**src/design/crt_pkg.sv**
```systemverilog
// Shared types and constants for the retransmission table.
`timescale 1ns / 1ps

package crt_pkg;

    // Item modes carried on the request channel.
    typedef enum logic [1:0] {
        MODE_TICK     = 2'd0,
        MODE_REGISTER = 2'd1,
        MODE_INBOUND  = 2'd2,
        MODE_CLEAR    = 2'd3
    } mode_t;

    // Result kinds carried on the response channel.
    typedef enum logic [2:0] {
        KIND_RETRANSMIT  = 3'd0,
        KIND_GAVE_UP     = 3'd1,
        KIND_REGISTERED  = 3'd2,
        KIND_TABLE_FULL  = 3'd3,
        KIND_ACK_MATCHED = 3'd4,
        KIND_NO_MATCH    = 3'd5,
        KIND_TICK_DONE   = 3'd6,
        KIND_CLEARED     = 3'd7
    } kind_t;

    // Control states of the table sequencer.
    typedef enum logic [1:0] {
        ST_IDLE  = 2'd0,
        ST_WALK  = 2'd1,
        ST_FINAL = 2'd2
    } state_t;

    // Configuration register indexes.
    localparam logic CFG_INITIAL_TIMEOUT = 1'b0;
    localparam logic CFG_MAX_RETRANSMIT  = 1'b1;

    localparam logic [15:0] RESET_TIMEOUT     = 16'd2000;
    localparam logic [3:0]  RESET_MAX_RETX    = 4'd4;
    localparam logic [7:0]  RESPONSE_CODE_MIN = 8'h40;

    // One stored table entry.
    typedef struct packed {
        logic [15:0] msg_id;
        logic [7:0]  frame;
        logic [3:0]  retries;
        logic [31:0] timeout;
        logic [31:0] due;
    } entry_t;

    // One result item on its way to the response register.
    typedef struct packed {
        kind_t       kind;
        logic [15:0] mid;
        logic [7:0]  frame;
        logic [3:0]  retries;
        logic        last;
    } result_t;

endpackage

```
**src/design/crt_mem.sv**
```systemverilog
// Table memory with one write port and one registered read port.
`timescale 1ns / 1ps

module crt_mem
    import crt_pkg::*;
#(
    parameter int DEPTH = 8
)
(
    input  logic                     clk,
    input  logic                     wr_en,
    input  logic [$clog2(DEPTH)-1:0] wr_addr,
    input  entry_t                   wr_data,
    input  logic                     rd_en,
    input  logic [$clog2(DEPTH)-1:0] rd_addr,
    output entry_t                   rd_data
);

    entry_t mem [DEPTH];
    entry_t rd_data_reg;

    // Write port.
    always_ff @(posedge clk)
    begin
        if (wr_en)
        begin
            mem[wr_addr] <= wr_data;
        end
    end

    // Read port; the data holds while no read is issued.
    always_ff @(posedge clk)
    begin
        if (rd_en)
        begin
            rd_data_reg <= mem[rd_addr];
        end
    end

    assign rd_data = rd_data_reg;

endmodule

```
**src/design/crt_out_buf.sv**
```systemverilog
// Response register that decouples the sequencer from the response channel.
`timescale 1ns / 1ps

module crt_out_buf
    import crt_pkg::*;
(
    input  logic        clk,
    input  logic        rst_n,
    input  logic        push,
    input  result_t     push_data,
    output logic        can_push,
    output logic        rsp_valid,
    input  logic        rsp_ready,
    output logic [2:0]  kind,
    output logic [15:0] out_mid,
    output logic [7:0]  out_frame_ref,
    output logic [3:0]  retry_count,
    output logic        last
);

    logic    valid_reg;
    result_t data_reg;

    // The slot is free when empty or when its request leaves this cycle.
    assign can_push = !valid_reg || rsp_ready;

    always_ff @(posedge clk or negedge rst_n)
    begin
        if (!rst_n)
        begin
            valid_reg <= 1'b0;
        end
        else if (push)
        begin
            valid_reg <= 1'b1;
        end
        else if (rsp_ready)
        begin
            valid_reg <= 1'b0;
        end
    end

    always_ff @(posedge clk)
    begin
        if (push)
        begin
            data_reg <= push_data;
        end
    end

    assign rsp_valid     = valid_reg;
    assign kind          = data_reg.kind;
    assign out_mid       = data_reg.mid;
    assign out_frame_ref = data_reg.frame;
    assign retry_count   = data_reg.retries;
    assign last          = data_reg.last;

endmodule

```
**src/design/con_retransmit_table.sv**
```systemverilog
// Top level of the confirmable-message retransmission table.
`timescale 1ns / 1ps

// The table keeps up to TABLE_DEPTH outstanding confirmable messages in
// insertion order in a single memory with one read and one write port.
// Register and clear requests go from idle straight to the final state. A
// tick or an inbound request walks the stored entries one per cycle while
// the response register is free, reading entry r while writing the surviving
// entries back compacted (an inbound request that is not a response skips
// the walk, as does any request on an empty table). Each result waits for
// the response register to be free, so a slow response side stalls a tick.
// A new request is taken once the previous one has placed its last result
// in the response register; configuration is always ready.
module con_retransmit_table
    import crt_pkg::*;
#(
    parameter int TABLE_DEPTH = 8
)
(
    input  logic        clk,
    input  logic        rst_n,
    input  logic        item_valid,
    output logic        item_ready,
    input  logic [1:0]  mode,
    input  logic [31:0] now_ms,
    input  logic [15:0] mid,
    input  logic [7:0]  frame_ref,
    input  logic        msg_is_ack,
    input  logic [7:0]  msg_code,
    output logic        rsp_valid,
    input  logic        rsp_ready,
    output logic [2:0]  kind,
    output logic [15:0] out_mid,
    output logic [7:0]  out_frame_ref,
    output logic [3:0]  retry_count,
    output logic        last,
    input  logic        cfg_valid,
    output logic        cfg_ready,
    input  logic        cfg_index,
    input  logic [15:0] cfg_data
);

    localparam int IDX_W = $clog2(TABLE_DEPTH);
    localparam int CNT_W = $clog2(TABLE_DEPTH + 1);
    localparam logic [CNT_W-1:0] FULL_COUNT = CNT_W'(TABLE_DEPTH);

    // Configuration registers.
    logic [15:0] init_timeout_reg;
    logic [3:0]  max_retx_reg;

    assign cfg_ready = 1'b1;

    always_ff @(posedge clk or negedge rst_n)
    begin
        if (!rst_n)
        begin
            init_timeout_reg <= RESET_TIMEOUT;
            max_retx_reg     <= RESET_MAX_RETX;
        end
        else if (cfg_valid)
        begin
            case (cfg_index)
                CFG_INITIAL_TIMEOUT: init_timeout_reg <= cfg_data;
                CFG_MAX_RETRANSMIT:  max_retx_reg     <= cfg_data[3:0];
                default:             ;
            endcase
        end
    end

    // Sequencer state and the request being served.
    state_t             state_reg, state_next;
    logic [CNT_W-1:0]   count_reg, count_next;
    logic [CNT_W-1:0]   rd_idx_reg, rd_idx_next;
    logic [CNT_W-1:0]   wr_idx_reg, wr_idx_next;
    logic               found_reg, found_next;
    entry_t             found_ent_reg, found_ent_next;
    mode_t              mode_reg, mode_next;
    logic [31:0]        now_reg, now_next;
    logic [15:0]        mid_reg, mid_next;
    logic [7:0]         frame_reg, frame_next;

    // Memory and response register connections.
    logic               mem_we;
    logic [IDX_W-1:0]   mem_waddr;
    entry_t             mem_wdata;
    logic               mem_re;
    logic [IDX_W-1:0]   mem_raddr;
    entry_t             mem_rdata;
    logic               out_push;
    result_t            out_data;
    logic               out_free;

    crt_mem #(
        .DEPTH (TABLE_DEPTH)
    ) u_mem (
        .clk     (clk),
        .wr_en   (mem_we),
        .wr_addr (mem_waddr),
        .wr_data (mem_wdata),
        .rd_en   (mem_re),
        .rd_addr (mem_raddr),
        .rd_data (mem_rdata)
    );

    crt_out_buf u_out (
        .clk           (clk),
        .rst_n         (rst_n),
        .push          (out_push),
        .push_data     (out_data),
        .can_push      (out_free),
        .rsp_valid     (rsp_valid),
        .rsp_ready     (rsp_ready),
        .kind          (kind),
        .out_mid       (out_mid),
        .out_frame_ref (out_frame_ref),
        .retry_count   (retry_count),
        .last          (last)
    );

    // Per-entry decisions during a walk.
    logic        is_tick;
    logic        due_hit;
    logic        give_up;
    logic        id_hit;
    logic        drop;
    logic        need_out;
    logic [31:0] dbl_timeout;
    entry_t      upd_ent;
    logic [CNT_W-1:0] rd_idx_inc;
    logic        is_response;

    assign is_tick     = (mode_reg == MODE_TICK);
    assign due_hit     = (now_reg >= mem_rdata.due);
    assign give_up     = due_hit && (mem_rdata.retries >= max_retx_reg);
    assign id_hit      = !found_reg && (mem_rdata.msg_id == mid_reg);
    assign drop        = is_tick ? give_up : id_hit;
    assign need_out    = is_tick && due_hit;
    assign dbl_timeout = {mem_rdata.timeout[30:0], 1'b0};
    assign rd_idx_inc  = rd_idx_reg + CNT_W'(1);
    assign is_response = msg_is_ack || (msg_code >= RESPONSE_CODE_MIN);

    // A due entry that stays is retransmitted with doubled timeout.
    always_comb
    begin
        upd_ent = mem_rdata;
        if (is_tick && due_hit)
        begin
            upd_ent.retries = mem_rdata.retries + 4'd1;
            upd_ent.timeout = dbl_timeout;
            upd_ent.due     = now_reg + dbl_timeout;
        end
    end

    // Next state and outputs of the sequencer.
    always_comb
    begin
        state_next     = state_reg;
        count_next     = count_reg;
        rd_idx_next    = rd_idx_reg;
        wr_idx_next    = wr_idx_reg;
        found_next     = found_reg;
        found_ent_next = found_ent_reg;
        mode_next      = mode_reg;
        now_next       = now_reg;
        mid_next       = mid_reg;
        frame_next     = frame_reg;
        item_ready     = 1'b0;
        mem_we         = 1'b0;
        mem_waddr      = wr_idx_reg[IDX_W-1:0];
        mem_wdata      = upd_ent;
        mem_re         = 1'b0;
        mem_raddr      = '0;
        out_push       = 1'b0;
        out_data       = '{kind: KIND_TICK_DONE, mid: '0, frame: '0, retries: '0,
                           last: 1'b1};

        case (state_reg)
            ST_IDLE:
            begin
                item_ready = 1'b1;
                if (item_valid)
                begin
                    mode_next   = mode_t'(mode);
                    now_next    = now_ms;
                    mid_next    = mid;
                    frame_next  = frame_ref;
                    rd_idx_next = '0;
                    wr_idx_next = '0;
                    found_next  = 1'b0;
                    state_next  = ST_FINAL;
                    // Start a walk from the first entry when there is work.
                    if (count_reg != '0 && (mode_t'(mode) == MODE_TICK ||
                        (mode_t'(mode) == MODE_INBOUND && is_response)))
                    begin
                        mem_re     = 1'b1;
                        state_next = ST_WALK;
                    end
                end
            end

            ST_WALK:
            begin
                if (!(need_out && !out_free))
                begin
                    // Survivors are written back compacted.
                    if (!drop)
                    begin
                        mem_we      = 1'b1;
                        wr_idx_next = wr_idx_reg + CNT_W'(1);
                    end
                    if (!is_tick && id_hit)
                    begin
                        found_next     = 1'b1;
                        found_ent_next = mem_rdata;
                    end
                    // A dropped entry reports the retries it had.
                    if (need_out)
                    begin
                        out_push         = 1'b1;
                        out_data.kind    = give_up ? KIND_GAVE_UP : KIND_RETRANSMIT;
                        out_data.mid     = mem_rdata.msg_id;
                        out_data.frame   = mem_rdata.frame;
                        out_data.retries = give_up ? mem_rdata.retries : upd_ent.retries;
                        out_data.last    = 1'b0;
                    end
                    rd_idx_next = rd_idx_inc;
                    if (rd_idx_inc < count_reg)
                    begin
                        mem_re    = 1'b1;
                        mem_raddr = rd_idx_inc[IDX_W-1:0];
                    end
                    else
                    begin
                        count_next = drop ? wr_idx_reg : wr_idx_reg + CNT_W'(1);
                        state_next = ST_FINAL;
                    end
                end
            end

            ST_FINAL:
            begin
                mem_waddr = count_reg[IDX_W-1:0];
                mem_wdata = '{msg_id: mid_reg, frame: frame_reg, retries: '0,
                              timeout: {16'd0, init_timeout_reg},
                              due: now_reg + {16'd0, init_timeout_reg}};
                case (mode_reg)
                    MODE_TICK:
                    begin
                        out_data.kind = KIND_TICK_DONE;
                    end
                    MODE_REGISTER:
                    begin
                        out_data.mid   = mid_reg;
                        out_data.frame = frame_reg;
                        out_data.kind  = (count_reg >= FULL_COUNT) ? KIND_TABLE_FULL
                                                                   : KIND_REGISTERED;
                    end
                    MODE_INBOUND:
                    begin
                        if (found_reg)
                        begin
                            out_data.kind    = KIND_ACK_MATCHED;
                            out_data.mid     = found_ent_reg.msg_id;
                            out_data.frame   = found_ent_reg.frame;
                            out_data.retries = found_ent_reg.retries;
                        end
                        else
                        begin
                            out_data.kind = KIND_NO_MATCH;
                            out_data.mid  = mid_reg;
                        end
                    end
                    MODE_CLEAR:
                    begin
                        out_data.kind = KIND_CLEARED;
                    end
                    default:
                    begin
                        out_data.kind = KIND_TICK_DONE;
                    end
                endcase
                // Side effects take place with the final result.
                if (out_free)
                begin
                    out_push   = 1'b1;
                    state_next = ST_IDLE;
                    if (mode_reg == MODE_REGISTER && count_reg < FULL_COUNT)
                    begin
                        mem_we     = 1'b1;
                        count_next = count_reg + CNT_W'(1);
                    end
                    if (mode_reg == MODE_CLEAR)
                    begin
                        count_next = '0;
                    end
                end
            end

            default:
            begin
                state_next = ST_IDLE;
            end
        endcase
    end

    // Control registers.
    always_ff @(posedge clk or negedge rst_n)
    begin
        if (!rst_n)
        begin
            state_reg  <= ST_IDLE;
            count_reg  <= '0;
            rd_idx_reg <= '0;
            wr_idx_reg <= '0;
            found_reg  <= 1'b0;
        end
        else
        begin
            state_reg  <= state_next;
            count_reg  <= count_next;
            rd_idx_reg <= rd_idx_next;
            wr_idx_reg <= wr_idx_next;
            found_reg  <= found_next;
        end
    end

    // Payload registers of the request being served.
    always_ff @(posedge clk)
    begin
        found_ent_reg <= found_ent_next;
        mode_reg      <= mode_next;
        now_reg       <= now_next;
        mid_reg       <= mid_next;
        frame_reg     <= frame_next;
    end

endmodule
```
**config.mk**
```make
export PLATFORM = sky130hd
export DESIGN_NAME = con_retransmit_table
export DESIGN_NICKNAME = d
export VERILOG_FILES = /design/src/design/crt_pkg.sv /design/src/design/crt_mem.sv /design/src/design/crt_out_buf.sv /design/src/design/con_retransmit_table.sv
export SDC_FILE = /design/constraint.sdc
export NUM_CORES = 2
export LEC_CHECK = 0
export BUFFER_PORTS_ARGS = -buffer_cell sky130_fd_sc_hd__clkbuf_2
export CAP_MARGIN = 20
export CORE_UTILIZATION = 48
export CTS_BUF_LIST = sky130_fd_sc_hd__clkbuf_4 sky130_fd_sc_hd__clkbuf_8 sky130_fd_sc_hd__clkbuf_16
export DETAILED_ROUTE_END_ITERATION = 6
export HOLD_SLACK_MARGIN = 0.1
export SLEW_MARGIN = 25
export SYNTH_ARGS = -nofsm -noshare
export SYNTH_HDL_FRONTEND = slang
export SYNTH_SLANG_ARGS = --single-unit
```
**constraint.sdc**
```tcl
create_clock -name clk -period 9.9 [get_ports clk]
set_input_delay 1.98 -clock clk [delete_from_list [all_inputs] [get_ports clk]]
set_output_delay 1.98 -clock clk [all_outputs]
set_load 0.02 [all_outputs]
```
==> impl_table.tex <==
\begin{tabular}{lr}
\hline
Metric & Value \\
\hline
\multicolumn{2}{l}{\textbf{Synth}} \\
\quad \#FFs+latches synth & just under 1,000 \\
\quad Number of flops mapped to enable cells by yosys & 937 \\
\quad Yosys warnings & 0 \\
\quad Unique masters post-synth & 75 \\
\quad Ys flop type & edfxtp\_1 \\
\quad Share of the yosys chip area belonging to registers & 0.687 \\
\quad Synthesized netlist net count & around 3,100 \\
\quad Gate count after technology mapping & 2,939 \\
\quad Avg Inst Size Synth & 14.4 um2 \\
\quad Post-Synthesis Cell Area & about 42,000 um2 \\
\quad FFs w/ async S/R, synth & 0.0370 \\
\multicolumn{2}{l}{\textbf{Clocking}} \\
\quad Clock latency on the worst-skew pair & roughly 700 ps \\
\quad CTS tree & built \\
\quad Number of buffers inserted during clock tree synthesis & approximately 100 \\
\quad Number of clock sinks & 973 \\
\quad Clock edge transition at the registers on the reported setup and hold paths & roughly 60 ps \\
\quad Post-CTS Setup Inserts & 0 \\
\quad Max Root-Sink Buffers & 3 \\
\quad Clock Tree Root & clkbuf\_16 \\
\quad Hold buffer count at cts & 0 \\
\quad Post-CTS sizing & 0 \\
\quad Number of H-tree levels & 3 \\
\multicolumn{2}{l}{\textbf{Drt}} \\
\quad 1st-iter DRT viols & $\sim$2,600 \\
\quad Total vias in the final route & 27,113 \\
\quad Antenna viol nets, final & 0 \\
\quad Routed via count divided by cell count & between 6 and 7 \\
\quad Post-route DRC & 7 \\
\quad First drt pass iteration count & 7 \\
\quad Final WL & 117,000 um \\
\quad Per-cell routed wire length & around 27 um \\
\multicolumn{2}{l}{\textbf{Critical path}} \\
\quad Highest fanout seen on the critical path & 60 \\
\quad Startpoint kind of the worst setup timing path & flip-flop \\
\quad Launch point of the critical path & rd\_idx\_reg[0] \\
\quad Reg-to-reg slack, setup & about 3600 ps \\
\quad CP arrival & approximately 7000 ps \\
\quad Cell count of the worst reg-to-reg path & 11 \\
\quad Worst endpoint required time & around 10,000 ps \\
\quad Type of the setup path with the least slack & flip-flop to flip-flop \\
\quad Worst R2R Start & rd\_idx\_reg[0] \\
\quad CP endpoint kind & flip-flop \\
\quad Reg-to-Reg End & u\_mem.rd\_data[12] \\
\multicolumn{2}{l}{\textbf{Outcome}} \\
\quad Failing checks & design-rule violations \\
\quad Status & complete, but fails checks \\
\multicolumn{2}{l}{\textbf{Global routing}} \\
\quad All-layer global routing usage & 0.260 \\
\quad Met1 global-route usage & 0.355 \\
\quad Antenna violations before repair & 0 \\
\quad Busiest layer in global routing & met2 \\
\quad Remaining global-route overflow & 0 \\
\quad Met2 usage & 0.431 \\
\quad Vias in the first global route & 27,242 \\
\quad Met3 capacity usage during global routing & 0.0376 \\
\quad Wire length of the first global-routing pass & between 150,000 and 200,000 um \\
\quad Pin count of the biggest net entering global routing & 67 \\
\multicolumn{2}{l}{\textbf{Flow run}} \\
\quad Maxcap violations & 0 \\
\multicolumn{2}{l}{\textbf{Worst hold path}} \\
\quad Hold EP & found\_ent\_reg[69] \\
\quad Hold path startpoint & u\_mem.rd\_data[69] \\
\quad Type of the worst min-delay path & flip-flop to flip-flop \\
\quad Hold depth & 0 \\
\multicolumn{2}{l}{\textbf{Timing}} \\
\quad Setup violation total in the final timing report & 0 \\
\quad Worst hold slack across all endpoints & between 400 and 500 ps \\
\quad Relative max-transition margin & 0.264 \\
\quad Period utilization & 0.639 \\
\quad Max Clk Rate & $\sim$160 MHz \\
\quad Setup TNS Final & 0 ps \\
\quad Layout Skew & around 34 ps \\
\quad Number of failing hold endpoints at the final stage & 0 \\
\quad Post-layout minimum cycle time & approximately 6300 ps \\
\quad Slew at the pin closest to its max-slew limit & roughly 1100 ps \\
\quad Unrepaired setup endpoints after global routing & no \\
\quad Max-slew violations & 0 \\
\multicolumn{2}{l}{\textbf{Layout}} \\
\quad Final Net Count & 3,207 \\
\quad Fraction of final layout cells with drive strength greater than 1 & 0.162 \\
\quad Layout filler cell count & around 7,100 \\
\quad Layout area overhead & 12.3\% \\
\quad Flip-flop count of the largest register after layout & 728 \\
\quad Diode count & 0 \\
\multicolumn{2}{l}{\textbf{Placement}} \\
\quad IO Port Bufs & around 120 \\
\quad Placed wire-length estimate after detailed placement & around 64,000 um \\
\quad Global placement routability congestion & around 0.91 \\
\multicolumn{2}{l}{\textbf{Floorplanning}} \\
\quad Row count & 108 \\
\quad Die X & $\sim$300 um \\
\quad Initial Util & 0.486 \\
\quad Floorplan die area & roughly 89,000 um2 \\
\quad Die boundary height & roughly 300 um \\
\quad Placeable core region & about 87,000 um2 \\
\quad Number of top-level pins & 124 \\
\multicolumn{2}{l}{\textbf{Power and ir drop}} \\
\quad Peak supply drop & 0.185 mV \\
\quad Leakage component of the power & roughly 15 nW \\
\quad Cell Pwr Density & about 270 nW/um2 \\
\quad Power Total & about 13 mW \\
\hline
\end{tabular}
[Yosys cell counts, types with 60 or more instances]
| cell | n | area (um2) |
|---|---|---|
| clkbuf_1 | 151 | 567 |
| nand3_1 | 114 | 571 |
| edfxtp_1 | 937 | 28100 |
| o221ai_2 | 60 | 901 |
| nor2_1 | 85 | 319 |
| mux2i_1 | 113 | 1130 |
| nor4_1 | 99 | 619 |
| ha_1 | 97 | 1210 |
| a221oi_1 | 95 | 832 |
| a21oi_1 | 213 | 1070 |
| nand2_1 | 107 | 402 |
| o21ai_0 | 162 | 811 |
| inv_1 | 79 | 297 |
| o22ai_1 | 93 | 582 |
[through the flow]
| step | util | instances | setup slack, ps | instance area, um2 |
|---|---|---|---|---|
| floorplan | - | 2939 | 510 | 42300 |
| global placement | 0.506 | 4068 | 3310 | 44100 |
| detailed placement | 0.506 | 4068 | 3250 | 44100 |
| CTS | 0.545 | 4248 | 3640 | 47400 |
| global route | 0.545 | 4251 | 3410 | 47500 |
| finish | 0.545 | 4251 | 3570 | 47500 |
[report_power, final]
group          leakage (nW)  total (mW)  internal (mW)  switching, mW
sequential             8.93        5.86           5.61          0.259
combinational          4.67        3.21          0.952           2.26
clock                  1.64        3.80           2.22           1.58
[worst max-delay path: stages (launching register included)]
cell      delay, ps
dfrtp_4         880
ha_1            360
xnor2_2         130
inv_4           590
ha_1            280
nand2b_1        200
a211o_4         720
buf_4           860
a211o_4         930
buf_4           650
a221oi_1        220
o22ai_1         250
[kinds of logic after synthesis]
group                    share of synthesized area
flip-flops                                   0.687
AO/OA/AOI/OAI                                0.135
AND/OR/NAND/NOR                             0.0640
buffers and inverters                       0.0277
multiplexers                                0.0404
adder cells (fa/ha/maj)                     0.0297
XOR/XNOR                                    0.0158
other                                    0.0000887
[layout make-up]
| cell class | count | area (um2) | area share |
|---|---|---|---|
| repair buffers | 182 | 1120 | 0.0236 |
| clock inverters | 58 | 606 | 0.0128 |
| inverters | 80 | 303 | 0.00638 |
| multi-input cells | 1681 | 12200 | 0.257 |
| well taps | 1155 | 1450 | 0.0305 |
| clock buffers | 122 | 2720 | 0.0573 |
| flip-flops and latches | 973 | 29100 | 0.612 |
[worst max-delay path by stage]
| stage | slack (ps) | endpoint |
|---|---|---|
| 5_1_grt | 3410 | u_mem.rd_data[18] |
| 3_3_place_gp | 3310 | u_mem.rd_data[12] |
| 4_1_cts | 3640 | u_mem.rd_data[12] |
| 3_5_place_dp | 3250 | u_mem.rd_data[12] |
| 6_report | 3570 | u_mem.rd_data[12] |
| 2_1_floorplan | 510 | u_mem.mem[3][0] |
[cells in the final DEF, fill, tap and decap left out, drive strengths merged, types with 20 or more instances in the layout]
master / count
edfxtp: 937
clkbuf: 237
a21oi: 213
o21ai: 166
nand3: 114
mux2i: 113
nand2: 107
nor4: 99
ha: 97
a221oi: 96
o22ai: 93
o221ai: 91
nor2: 85
inv: 83
buf: 67
mux2: 51
xor2: 47
clkinv: 39
nor2b: 32
a22oi: 29
xnor2: 29
dfrtp: 29
nor3: 28
a21o: 24
a211oi: 20
[metal layers]
layer	share of wire	wire length, um
met1	0.42	49000
met2	0.48	56400
met3	0.071	8280
met4	0.027	3180
met5	0	0
No activity file was read; power rests on OpenSTA's default activity.
